==> src/rtl/cfb_pkg.sv <==
package cfb_pkg;

   typedef struct packed {
      logic [2:0]  op;
      logic [7:0]  port;
      logic [7:0]  prop;
      logic [7:0]  value;
      logic [7:0]  first_len;
      logic [7:0]  second_prop;
      logic [7:0]  second_len;
      logic [7:0]  second_value;
      logic [7:0]  init_type;
      logic [47:0] mac;
      logic [1:0]  factory_item;
   } req_type;

   typedef struct packed {
      logic [7:0] frame_byte;
      logic       last;
   } rsp_type;

   typedef enum logic [1:0] {
      ST_IDLE = 2'b01,
      ST_SEND = 2'b10
   } state_type;

   typedef struct packed {
      logic load;
      logic emit;
   } ctrl_cmd_type;

   typedef struct packed {
      logic rsp_pending;
      logic last_byte;
   } dp_status_type;

   localparam logic [2:0] OP_GET     = 3'd0;
   localparam logic [2:0] OP_PUT     = 3'd1;
   localparam logic [2:0] OP_SETUP   = 3'd2;
   localparam logic [2:0] OP_INIT    = 3'd3;
   localparam logic [2:0] OP_MAC     = 3'd4;
   localparam logic [2:0] OP_FACTORY = 3'd5;

   localparam logic [15:0] CRC_POLY = 16'h1021;
   localparam logic [15:0] CRC_INIT = 16'hFFFF;
   localparam logic [7:0]  SYNC_A   = 8'hFE;
   localparam logic [7:0]  SYNC_B   = 8'hFF;
   localparam logic [7:0]  FILL     = 8'hFF;
   localparam logic [7:0]  MAC_LEN  = 8'h0A;
   localparam logic [4:0]  PAYLOAD_START = 5'd5;

   function automatic logic op_known(input logic [2:0] op);
      op_known = (op <= OP_FACTORY);
   endfunction

   // Total frame length including sync, header and both CRC bytes.
   function automatic logic [4:0] frame_len(input logic [2:0] op);
      logic [4:0] len;
      case (op)
         OP_GET:     len = 5'd8;
         OP_PUT:     len = 5'd12;
         OP_SETUP:   len = 5'd15;
         OP_INIT:    len = 5'd9;
         OP_MAC:     len = 5'd17;
         OP_FACTORY: len = 5'd12;
         default:    len = 5'd8;
      endcase
      frame_len = len;
   endfunction

   function automatic logic [15:0] crc_byte(input logic [15:0] crc, input logic [7:0] b);
      logic [15:0] c;
      c = crc ^ {b, 8'h00};
      for (int k = 0; k < 8; k++) begin
         if (c[15]) begin
            c = {c[14:0], 1'b0} ^ CRC_POLY;
         end else begin
            c = {c[14:0], 1'b0};
         end
      end
      crc_byte = c;
   endfunction

   // Frame byte at a given position, up to but not including the CRC.
   function automatic logic [7:0] frame_byte(input req_type r, input logic [4:0] idx);
      logic [7:0] b;
      b = 8'h00;
      case (idx)
         5'd0: b = SYNC_A;
         5'd1: b = SYNC_B;
         5'd2: begin
            case (r.op)
               OP_GET:  b = 8'h04;
               OP_INIT: b = r.init_type;
               default: b = 8'h03;
            endcase
         end
         5'd3: b = 8'h00;
         5'd4: begin
            case (r.op)
               OP_GET:   b = 8'h01;
               OP_SETUP: b = 8'h08;
               OP_INIT:  b = 8'h02;
               OP_MAC:   b = MAC_LEN;
               default:  b = 8'h05;
            endcase
         end
         default: begin
            case (r.op)
               OP_GET: b = r.port;
               OP_PUT: begin
                  case (idx)
                     5'd5:    b = r.port;
                     5'd6:    b = r.prop;
                     5'd7:    b = 8'h01;
                     5'd8:    b = r.value;
                     default: b = 8'h00;
                  endcase
               end
               OP_SETUP: begin
                  case (idx)
                     5'd5:    b = 8'h02;
                     5'd6:    b = r.prop;
                     5'd7:    b = r.first_len;
                     5'd8:    b = r.value;
                     5'd9:    b = r.second_prop;
                     5'd10:   b = r.second_len;
                     5'd11:   b = r.second_value;
                     default: b = 8'h00;
                  endcase
               end
               OP_INIT: begin
                  case (idx)
                     5'd5:    b = r.value;
                     default: b = 8'h00;
                  endcase
               end
               OP_MAC: begin
                  case (idx)
                     5'd5:    b = 8'h07;
                     5'd6:    b = 8'h01;
                     5'd7:    b = 8'h06;
                     5'd8:    b = r.mac[47:40];
                     5'd9:    b = r.mac[39:32];
                     5'd10:   b = r.mac[31:24];
                     5'd11:   b = r.mac[23:16];
                     5'd12:   b = r.mac[15:8];
                     5'd13:   b = r.mac[7:0];
                     default: b = 8'h00;
                  endcase
               end
               default: begin
                  // An unknown factory item leaves filler in its three slots.
                  case (idx)
                     5'd5:    b = 8'h04;
                     5'd6:    b = (r.factory_item == 2'd0) ? FILL : {6'd0, r.factory_item};
                     5'd7:    b = (r.factory_item == 2'd0) ? FILL : 8'h01;
                     5'd8:    b = (r.factory_item == 2'd0) ? FILL : r.value;
                     default: b = 8'h00;
                  endcase
               end
            endcase
         end
      endcase
      frame_byte = b;
   endfunction

endpackage

==> src/rtl/cfb_ctrl.sv <==
module cfb_ctrl (
   input  logic                   clock,
   input  logic                   reset,
   input  logic                   req_valid,
   input  logic [2:0]             req_op,
   output logic                   req_ready,
   input  logic                   rsp_ready,
   input  cfb_pkg::dp_status_type status,
   output cfb_pkg::ctrl_cmd_type  cmd
);
   import cfb_pkg::*;

   state_type state_ff;
   state_type state_in;

   assign req_ready = (state_ff == ST_IDLE);
   assign cmd.load  = req_valid && req_ready;
   assign cmd.emit  = (state_ff == ST_SEND) && (!status.rsp_pending || rsp_ready);

   always_comb begin
      state_in = state_ff;
      case (state_ff)
         ST_IDLE: begin
            if (cmd.load && op_known(req_op)) begin
               state_in = ST_SEND;
            end
         end
         ST_SEND: begin
            if (cmd.emit && status.last_byte) begin
               state_in = ST_IDLE;
            end
         end
         default: state_in = ST_IDLE;
      endcase
   end

   always_ff @(posedge clock) begin
      if (reset) begin
         state_ff <= ST_IDLE;
      end else begin
         state_ff <= state_in;
      end
   end

   a_known_op_starts: assert property (@(posedge clock) disable iff (reset)
      (cmd.load && op_known(req_op)) |=> (state_ff == ST_SEND))
      else $error("known request did not start a frame");

   a_unknown_op_idles: assert property (@(posedge clock) disable iff (reset)
      (cmd.load && !op_known(req_op)) |=> (state_ff == ST_IDLE))
      else $error("unknown request started a frame");

   a_last_ends_frame: assert property (@(posedge clock) disable iff (reset)
      (cmd.emit && status.last_byte) |=> req_ready)
      else $error("frame did not end after its last byte");

endmodule

==> src/rtl/cfb_datapath.sv <==
module cfb_datapath (
   input  logic                   clock,
   input  logic                   reset,
   input  cfb_pkg::req_type       req_data,
   input  cfb_pkg::ctrl_cmd_type  cmd,
   output cfb_pkg::dp_status_type status,
   input  logic                   rsp_ready,
   output logic                   rsp_valid,
   output cfb_pkg::rsp_type       rsp_data
);
   import cfb_pkg::*;

   req_type     req_ff;
   logic [4:0]  byte_index_ff;
   logic [4:0]  byte_index_in;
   logic [15:0] crc_ff;
   logic [15:0] crc_in;
   logic        rsp_valid_ff;
   logic        rsp_valid_in;
   rsp_type     rsp_ff;
   logic [4:0]  total_len;
   logic [4:0]  payload_end;
   logic [7:0]  cur_byte;
   logic        cur_last;

   always_comb begin
      total_len   = frame_len(req_ff.op);
      payload_end = total_len - 5'd2;
      cur_last    = (byte_index_ff == total_len - 5'd1);
      if (byte_index_ff == payload_end) begin
         cur_byte = crc_ff[15:8];
      end else if (cur_last) begin
         cur_byte = crc_ff[7:0];
      end else begin
         cur_byte = frame_byte(req_ff, byte_index_ff);
      end
   end

   always_comb begin
      byte_index_in = byte_index_ff;
      crc_in        = crc_ff;
      if (cmd.load) begin
         byte_index_in = 5'd0;
         crc_in        = CRC_INIT;
      end else if (cmd.emit) begin
         byte_index_in = byte_index_ff + 5'd1;
         // Only the payload bytes go into the CRC.
         if (byte_index_ff >= PAYLOAD_START && byte_index_ff < payload_end) begin
            crc_in = crc_byte(crc_ff, cur_byte);
         end
      end
   end

   always_comb begin
      rsp_valid_in = rsp_valid_ff;
      if (cmd.emit) begin
         rsp_valid_in = 1'b1;
      end else if (rsp_ready) begin
         rsp_valid_in = 1'b0;
      end
   end

   always_ff @(posedge clock) begin
      if (reset) begin
         byte_index_ff <= 5'd0;
         crc_ff        <= CRC_INIT;
         rsp_valid_ff  <= 1'b0;
      end else begin
         byte_index_ff <= byte_index_in;
         crc_ff        <= crc_in;
         rsp_valid_ff  <= rsp_valid_in;
      end
   end

   always_ff @(posedge clock) begin
      if (cmd.load) begin
         req_ff <= req_data;
      end
      if (cmd.emit) begin
         rsp_ff.frame_byte <= cur_byte;
         rsp_ff.last       <= cur_last;
      end
   end

   assign status.rsp_pending = rsp_valid_ff;
   assign status.last_byte   = cur_last;
   assign rsp_valid          = rsp_valid_ff;
   assign rsp_data           = rsp_ff;

   a_emit_into_free_slot: assert property (@(posedge clock) disable iff (reset)
      cmd.emit |-> (!rsp_valid_ff || rsp_ready))
      else $error("byte loaded over a transaction not yet taken");

   a_index_in_frame: assert property (@(posedge clock) disable iff (reset)
      cmd.emit |-> (byte_index_ff < total_len))
      else $error("byte index ran past the frame");

   a_index_restarts: assert property (@(posedge clock) disable iff (reset)
      cmd.load |=> (byte_index_ff == 5'd0) && (crc_ff == CRC_INIT))
      else $error("new request did not restart index and CRC");

endmodule

==> src/rtl/command_frame_builder_crc16_top.sv <==
// Builds one serial command frame per request and sends it one byte per
// transaction on the rsp_ channel, with last set on the closing CRC byte.
// A frame is FE FF, a type byte, 00, a length byte, the payload and a
// big-endian CRC-16 (poly 1021, init FFFF, MSB first, no final xor) over the
// payload. Frames are 8 to 17 bytes long depending on op; a request with op 6
// or 7 is accepted and produces nothing. A request is accepted, then its
// bytes go out one byte per cycle through the single output register while
// the receiver keeps taking them, during which req_ready is low.
// The next request is accepted while the final byte still waits to be taken.
module command_frame_builder_crc16_top (
   input  logic             clock,
   input  logic             reset,
   input  logic             req_valid,
   output logic             req_ready,
   input  cfb_pkg::req_type req_data,
   output logic             rsp_valid,
   input  logic             rsp_ready,
   output cfb_pkg::rsp_type rsp_data
);
   import cfb_pkg::*;

   ctrl_cmd_type  cmd;
   dp_status_type status;

   cfb_ctrl u_ctrl (
      .clock     (clock),
      .reset     (reset),
      .req_valid (req_valid),
      .req_op    (req_data.op),
      .req_ready (req_ready),
      .rsp_ready (rsp_ready),
      .status    (status),
      .cmd       (cmd)
   );

   cfb_datapath u_datapath (
      .clock     (clock),
      .reset     (reset),
      .req_data  (req_data),
      .cmd       (cmd),
      .status    (status),
      .rsp_ready (rsp_ready),
      .rsp_valid (rsp_valid),
      .rsp_data  (rsp_data)
   );

endmodule

==> config.mk <==
export PLATFORM = sky130hd
export DESIGN_NAME = command_frame_builder_crc16_top
export DESIGN_NICKNAME = d
export VERILOG_FILES = /design/src/rtl/cfb_pkg.sv /design/src/rtl/cfb_ctrl.sv /design/src/rtl/cfb_datapath.sv /design/src/rtl/command_frame_builder_crc16_top.sv
export SDC_FILE = /design/constraint.sdc
export NUM_CORES = 1
export LEC_CHECK = 0
export BUFFER_PORTS_ARGS = -buffer_cell sky130_fd_sc_hd__buf_2
export CAP_MARGIN = 15
export CORE_MARGIN = 2
export CORE_UTILIZATION = 51
export DETAILED_ROUTE_END_ITERATION = 7
export PLACE_DENSITY_LB_ADDON = 0.3
export SYNTH_ARGS = -nofsm -noshare
export SYNTH_HDL_FRONTEND = slang
export SYNTH_HIERARCHICAL = 1
export SYNTH_SLANG_ARGS = --single-unit
==> constraint.sdc <==
create_clock -name clock -period 4.9 [get_ports clock]
set_clock_uncertainty 0.05 [all_clocks]
set_input_delay 0.735 -clock clock [delete_from_list [all_inputs] [get_ports clock]]
set_output_delay 0.735 -clock clock [all_outputs]
set_load 0.01 [all_outputs]
* After elaboration in Yosys (flattened, before gate mapping)
Cells that the tools add are included.
Word-level totals: bits in writable memories 0, bits in latches 0, bits in registers 150, memory bits (read-only) 0, logic and storage cells 120, output and inout bits 11, memories kept 0
Operators by class: muxes and demuxes 49, add/subtract/negate cells 3, $mul 0, reduce and logical (&&, ||, !) cells 15, bitwise logic cells 9, divide/modulo/power cells 0, shifts and indexed selects 0, equal/unequal tests 24, magnitude comparators 3
Operators by type and width (number):
- $mux 16 | 21
- $mux 13 | 8
- $pmux 8 s5 | 2
- $pmux 8 s9 | 1
- $pmux 8 s4 | 2
- $pmux 8 s7 | 1
- $mux 8 | 6
- $eq 5x4->1 const B | 6
- $not 3->3 | 8
- $eq 5x3->1 const B | 4
- $pmux 5 s4 | 1
- $pmux 4 s4 | 1
- $pmux 8 s2 | 1
- $xor 16x16->16 | 1
- $eq 5x2->1 const B | 2
- $eq 5x5->1 | 2
- $eq 3x2->1 const B | 2
- $eq 3x3->1 const B | 2
- $add 5x1->5 const B | 1
- $eq 5x1->1 const B | 1
- $ge 5x3->1 const B | 1
- $logic_and 1x1->1 | 5
- $logic_not 5->1 | 1
- $lt 5x5->1 | 1
- 17 further kinds | 22

* Depth between registers and ports, before layout
depth in word-level cells 45, mapped depth 16, gate-level depth less buffers 15

* Modules after synthesis
The synthesis kept the hierarchy.
By module, submodules not included:
- cfb_datapath | sequential area each 4224.1 um^2, cells an instance 588, instances 1, area each 7267.0 um^2
- cfb_ctrl | sequential area each 40.0 um^2, cells an instance 11, instances 1, area each 118.9 um^2

* Least setup slack after synthesis
Ideal clock, no wire load.
kind input to register, start point in req_valid, end point reg u_datapath.crc_ff[13], setup slack 0.079 ns, data required time 4.755 ns, path buffers 0, stages on the path 5, setup time 0.095 ns, data arrival time 4.676 ns, cell sequence and2_1 > nor2_1 > nand2_1 > nor2_1 > a221oi_1
Between the ends: longest elaborated chain between the ends 2
Ends and longest elaborated chain:
- from (decl) | line command_frame_builder_crc16_top.sv:13 | input logic req_valid,
- $logic_and 1x1->1 | line cfb_ctrl.sv:17 | assign cmd.load = req_valid && req_ready;
- $reduce_or 2->1 (no line)
- to (signal assigned) | line cfb_datapath.sv:70 | crc_ff <= crc_in;
- to (decl) | line cfb_datapath.sv:16 | logic [15:0] crc_ff;
Every way passes these cells. A chain may end at the register's enable or synchronous reset.

* Worst setup path after layout
start point reg u_datapath/req_ff[115] in the netlist's numbering, end point reg u_datapath.crc_ff[13]
Between the ends: longest elaborated chain between the ends 34, elaborated cells between the ends (all ways) 48, classes of those cells add/sub: 2; order compare: 1; eq/ne: 7; mux: 32; bitwise: 2; reduce/logical: 4
Ends and longest elaborated chain:
- from (decl) | line cfb_datapath.sv:13 | req_type req_ff;
- from (signal assigned) | line cfb_datapath.sv:77 | req_ff <= req_data;
- $eq 3x3->1 / $eq 3x1->1 (equally long branches) | line cfb_pkg.sv:59, cfb_pkg.sv:109
- $reduce_or 2->1 (no line)
- $pmux 5 s4 | line cfb_pkg.sv:59 | case (op)
- $sub 5x1->5 | line cfb_datapath.sv:29 | cur_last = (byte_index_ff == total_len - 5'd1);
- $eq 5x5->1 | line cfb_datapath.sv:29
- $mux 8 | line cfb_datapath.sv:32 | end else if (cur_last) begin
- $mux 8 | line cfb_datapath.sv:30 | if (byte_index_ff == payload_end) begin
- $xor 16x16->16 | line cfb_pkg.sv:73 | c = crc ^ {b, 8'h00};
- [... 18 more ...]
- $mux 16 | line cfb_datapath.sv:42 | if (cmd.load) begin
- $mux 16 | line cfb_datapath.sv:48 | if (byte_index_ff >= PAYLOAD_START && byte_index_ff < payload_end) begin
- $mux 16 | line cfb_datapath.sv:45 | end else if (cmd.emit) begin
- $mux 16 | line cfb_datapath.sv:42
- $mux 13 | line cfb_pkg.sv:75 | if (c[15]) begin
- $mux 16 | line cfb_datapath.sv:48
- $mux 16 | line cfb_datapath.sv:45
- $mux 16 | line cfb_datapath.sv:42
Parallel ways exist; a longest one is shown, timed or not. The select of a mux whose other input is x is not followed.

==> impl_metrics.tcl <==
set metrics [dict create \
    syn-cell-area_mm2 0.00739 \
    finalSetupTns_ps 0 \
    path_class "reg2reg" \
    avgSynthCellArea_um2 12.3 \
    htreeDepth 4 \
    clock_sinks 150 \
    globalRoute.totalOverflow 0 \
    yosys.area_share.simple_pct 12.1 \
    antenna_found_initial 0 \
    cts_buffers 17 \
    dieHeight_um 124 \
    critPathMaxFanout 24 \
    routed_wl_um 18400 \
    power_density_mw_per_mm2 339 \
    multi_input_area_mm2 0.00284 \
    worstPathRequired_ps 5180 \
    yosys_warnings 6 \
    regArea_mm2 0.00426 \
    drv_cap 0 \
    p_leak_nw 3.30 \
    worstHoldPathType "in2reg" \
    peakVddDrop_v 0.000253 \
    setup_slack_ps 705 \
    rsz0062_at_grt "no" \
    setup_viol 0 \
    die-width_um 124 \
    ctsHoldBuffers 0 \
    async_reset_ff_share_pct 0 \
    synth_area_leaders "edfxtp_1, dfxtp_1, a22oi_1" \
    maxSlewViolCount 0 \
    root_buffer "clkbuf_16" \
    synth-main-ff-cell "edfxtp_1" \
    synthDistinctLibCells 93 \
    wl_per_cell_um 20.2 \
    status "complete, no violations" \
    initial_core_util_pct 52.8 \
    cp-start-kind "flip-flop" \
    drtIter0Drc 507 \
    post_cts_resized 0 \
    dr_total_vias 5476 \
    cp-end-kind "flip-flop" \
    dp_hpwl_um 13300 \
    synth_top_area_cell "edfxtp_1" \
    routabilityCongestion 0.961 \
    synth_seq_cells 150 \
    worst_slew_pin_slew_ps 865 \
    ys_seq_area_share_pct 57.7 \
    n_fill_cell 1104 \
    layout_worst_path_cycle_share_pct 85.6 \
    synthesis.nets 730 \
    synthXorXnorAreaFrac_pct 2.34 \
    hold_viol_final 0 \
    period_minus_slack_ps 4200 \
    synth-edff-count 126 \
    yosys.cell_count.top_type "edfxtp_1" \
    synthAdderAreaFrac_pct 1.69 \
    cp.arrival_ps 4470 \
    path_clk_slew_ps 60 \
    fmax_mhz 238 \
    first_global_vias 5397 \
    synth_top_family_by_area "compound AO/OA/AOI/OAI gates" \
    clk-insertion-delay-late_ps 430 \
    cts_setup_buffers 0 \
    area_growth_pct 18.3 \
    track_usage_pct 24.3 \
    io_pins 132 \
    place_ws_ps 781 \
    core_region_area_mm2 0.0140 \
    cpPeakStageDelay_ps 880 \
    synthTopCellsByCount "edfxtp_1, nand2_1, nor2_1, a21oi_1" \
    grt_pass1_wl_um 29300 \
    synthCells 599 \
    avgViaCountPerCell 5.98 \
    antennaDiodeCount 0 \
    die_area_mm2 0.0155 \
    drive_above_1_share_pct 28.7 \
    yosysTopAreaCellShare_pct 51.2 \
    drc 0 \
    muxShareOfSynthArea_pct 2.46 \
    nets 854 \
    ant_nets 0 \
    rows 43 \
    io_buffers 131 \
    maxSlewHeadroom_pct 42.2 \
    clk_path_buf_depth 2 \
    slowest_stage "edfxtp_1" \
    path_cells "nor2b_1 -> nand2_1 -> inv_1 -> a21oi_1 -> ha_1 -> ha_1 -> and3_1 -> nand3_1 -> o21ai_1 -> a21oi_1 -> mux2i_2 -> xor2_1 -> nor4_1 -> a221oi_1" \
    grt_max_degree 64 \
    synth_compound_area_share_pct 19.8 \
    cts_tree "done" \
    drtPass1Iterations 6 \
]
## path summary, 6_finish.rpt
check	from	to	slack (ps)	cells after the start
setup reg to reg	u_datapath/req_ff[115]	u_datapath/crc_ff[13]	700	14
setup / recovery	u_datapath/req_ff[115]	u_datapath/crc_ff[13]	700	14
hold / removal	req_data[46]	u_datapath/req_ff[46]	430	1
hold reg to reg	u_datapath/crc_ff[9]	u_datapath/crc_ff[9]	470	2
## power breakdown
part	switching (W)	internal, W	total, W
registers	0.0000363	0.00147	0.00151
logic	0.000108	0.0000772	0.000185
clock network	0.000516	0.000755	0.00127
total	0.000660	0.00231	0.00297
## kinds of logic after synthesis
logic type / Yosys count
xor gates and xnor gates: 18
other: 1
DFF: 150
muxes: 15
buffers and inverters: 55
and+or+nand+nor: 155
adders and majority gates: 10
AOI/OAI and AO/OA: 195
## placed cells by master, fill, tap and decap left out, types with 9 or more instances in the layout
cell and n:
o211ai_1 14, a21oi_1 30, a22oi_1 24, buf_2 131, edfxtp_1 126, o21ai_1 12
buf_4 18, ha_1 10, clkbuf_16 17, nor2_1 35, dfxtp_1 24, o21ai_0 18
a221oi_1 9, inv_1 11, nand2_1 36
## per-layer routing
layer,track usage [%],vias up,part of all wire [%]
li1,-,2599,-
met1,32.5,2630,42
met2,40.7,227,49
met3,4.77,20,6.8
met4,7.01,0,1.4
met5,0,-,0
## cell type report
class / count / share of cell area [%]
clock buffer: 18 / 4.91
clock inverter: 13 / 1.69
multi-input combinational: 394 / 32.5
inverter: 11 / 0.472
timing repair buffer: 149 / 9.05
tap: 180 / 2.58
sequential: 150 / 48.8
## per-stage QoR
stage / std cells / utilization [%] / instance area, µm² / power (W) / hold WS [ps]
final: 915 / 62.5 / 8740 / 0.00297 / 430
after global routing: 915 / 62.5 / 8740 / 0.00306 / 411
after CTS: 915 / 62.5 / 8740 / 0.00299 / 415
after detailed placement: 884 / 58.4 / 8160 / 0.00172 / 458
after global placement: 884 / 58.4 / 8160 / 0.00171 / 445
after floorplan: 599 / - / 7390 / 0.00163 / 430
## worst max-delay path, delay by kind of cell (launching register included)
family                     cells  cell delay, ps
buffers and inverters          1             170
AOI/OAI and AO/OA              4             640
xor gates and xnor gates       1             370
muxes                          1             350
and+or+nand+nor                5            1030
adders and majority gates      2             590
DFF                            1             880
## state kept, by name, summed over array words and instances, names as in the netlist
signal,count
u_datapath/rsp_valid,1
u_datapath/req_ff,117
u_datapath/rsp_data,9
u_datapath/byte_index_ff,5
u_datapath/crc_ff,16
u_ctrl/state_ff,2
(Power assumes the default switching activity.)
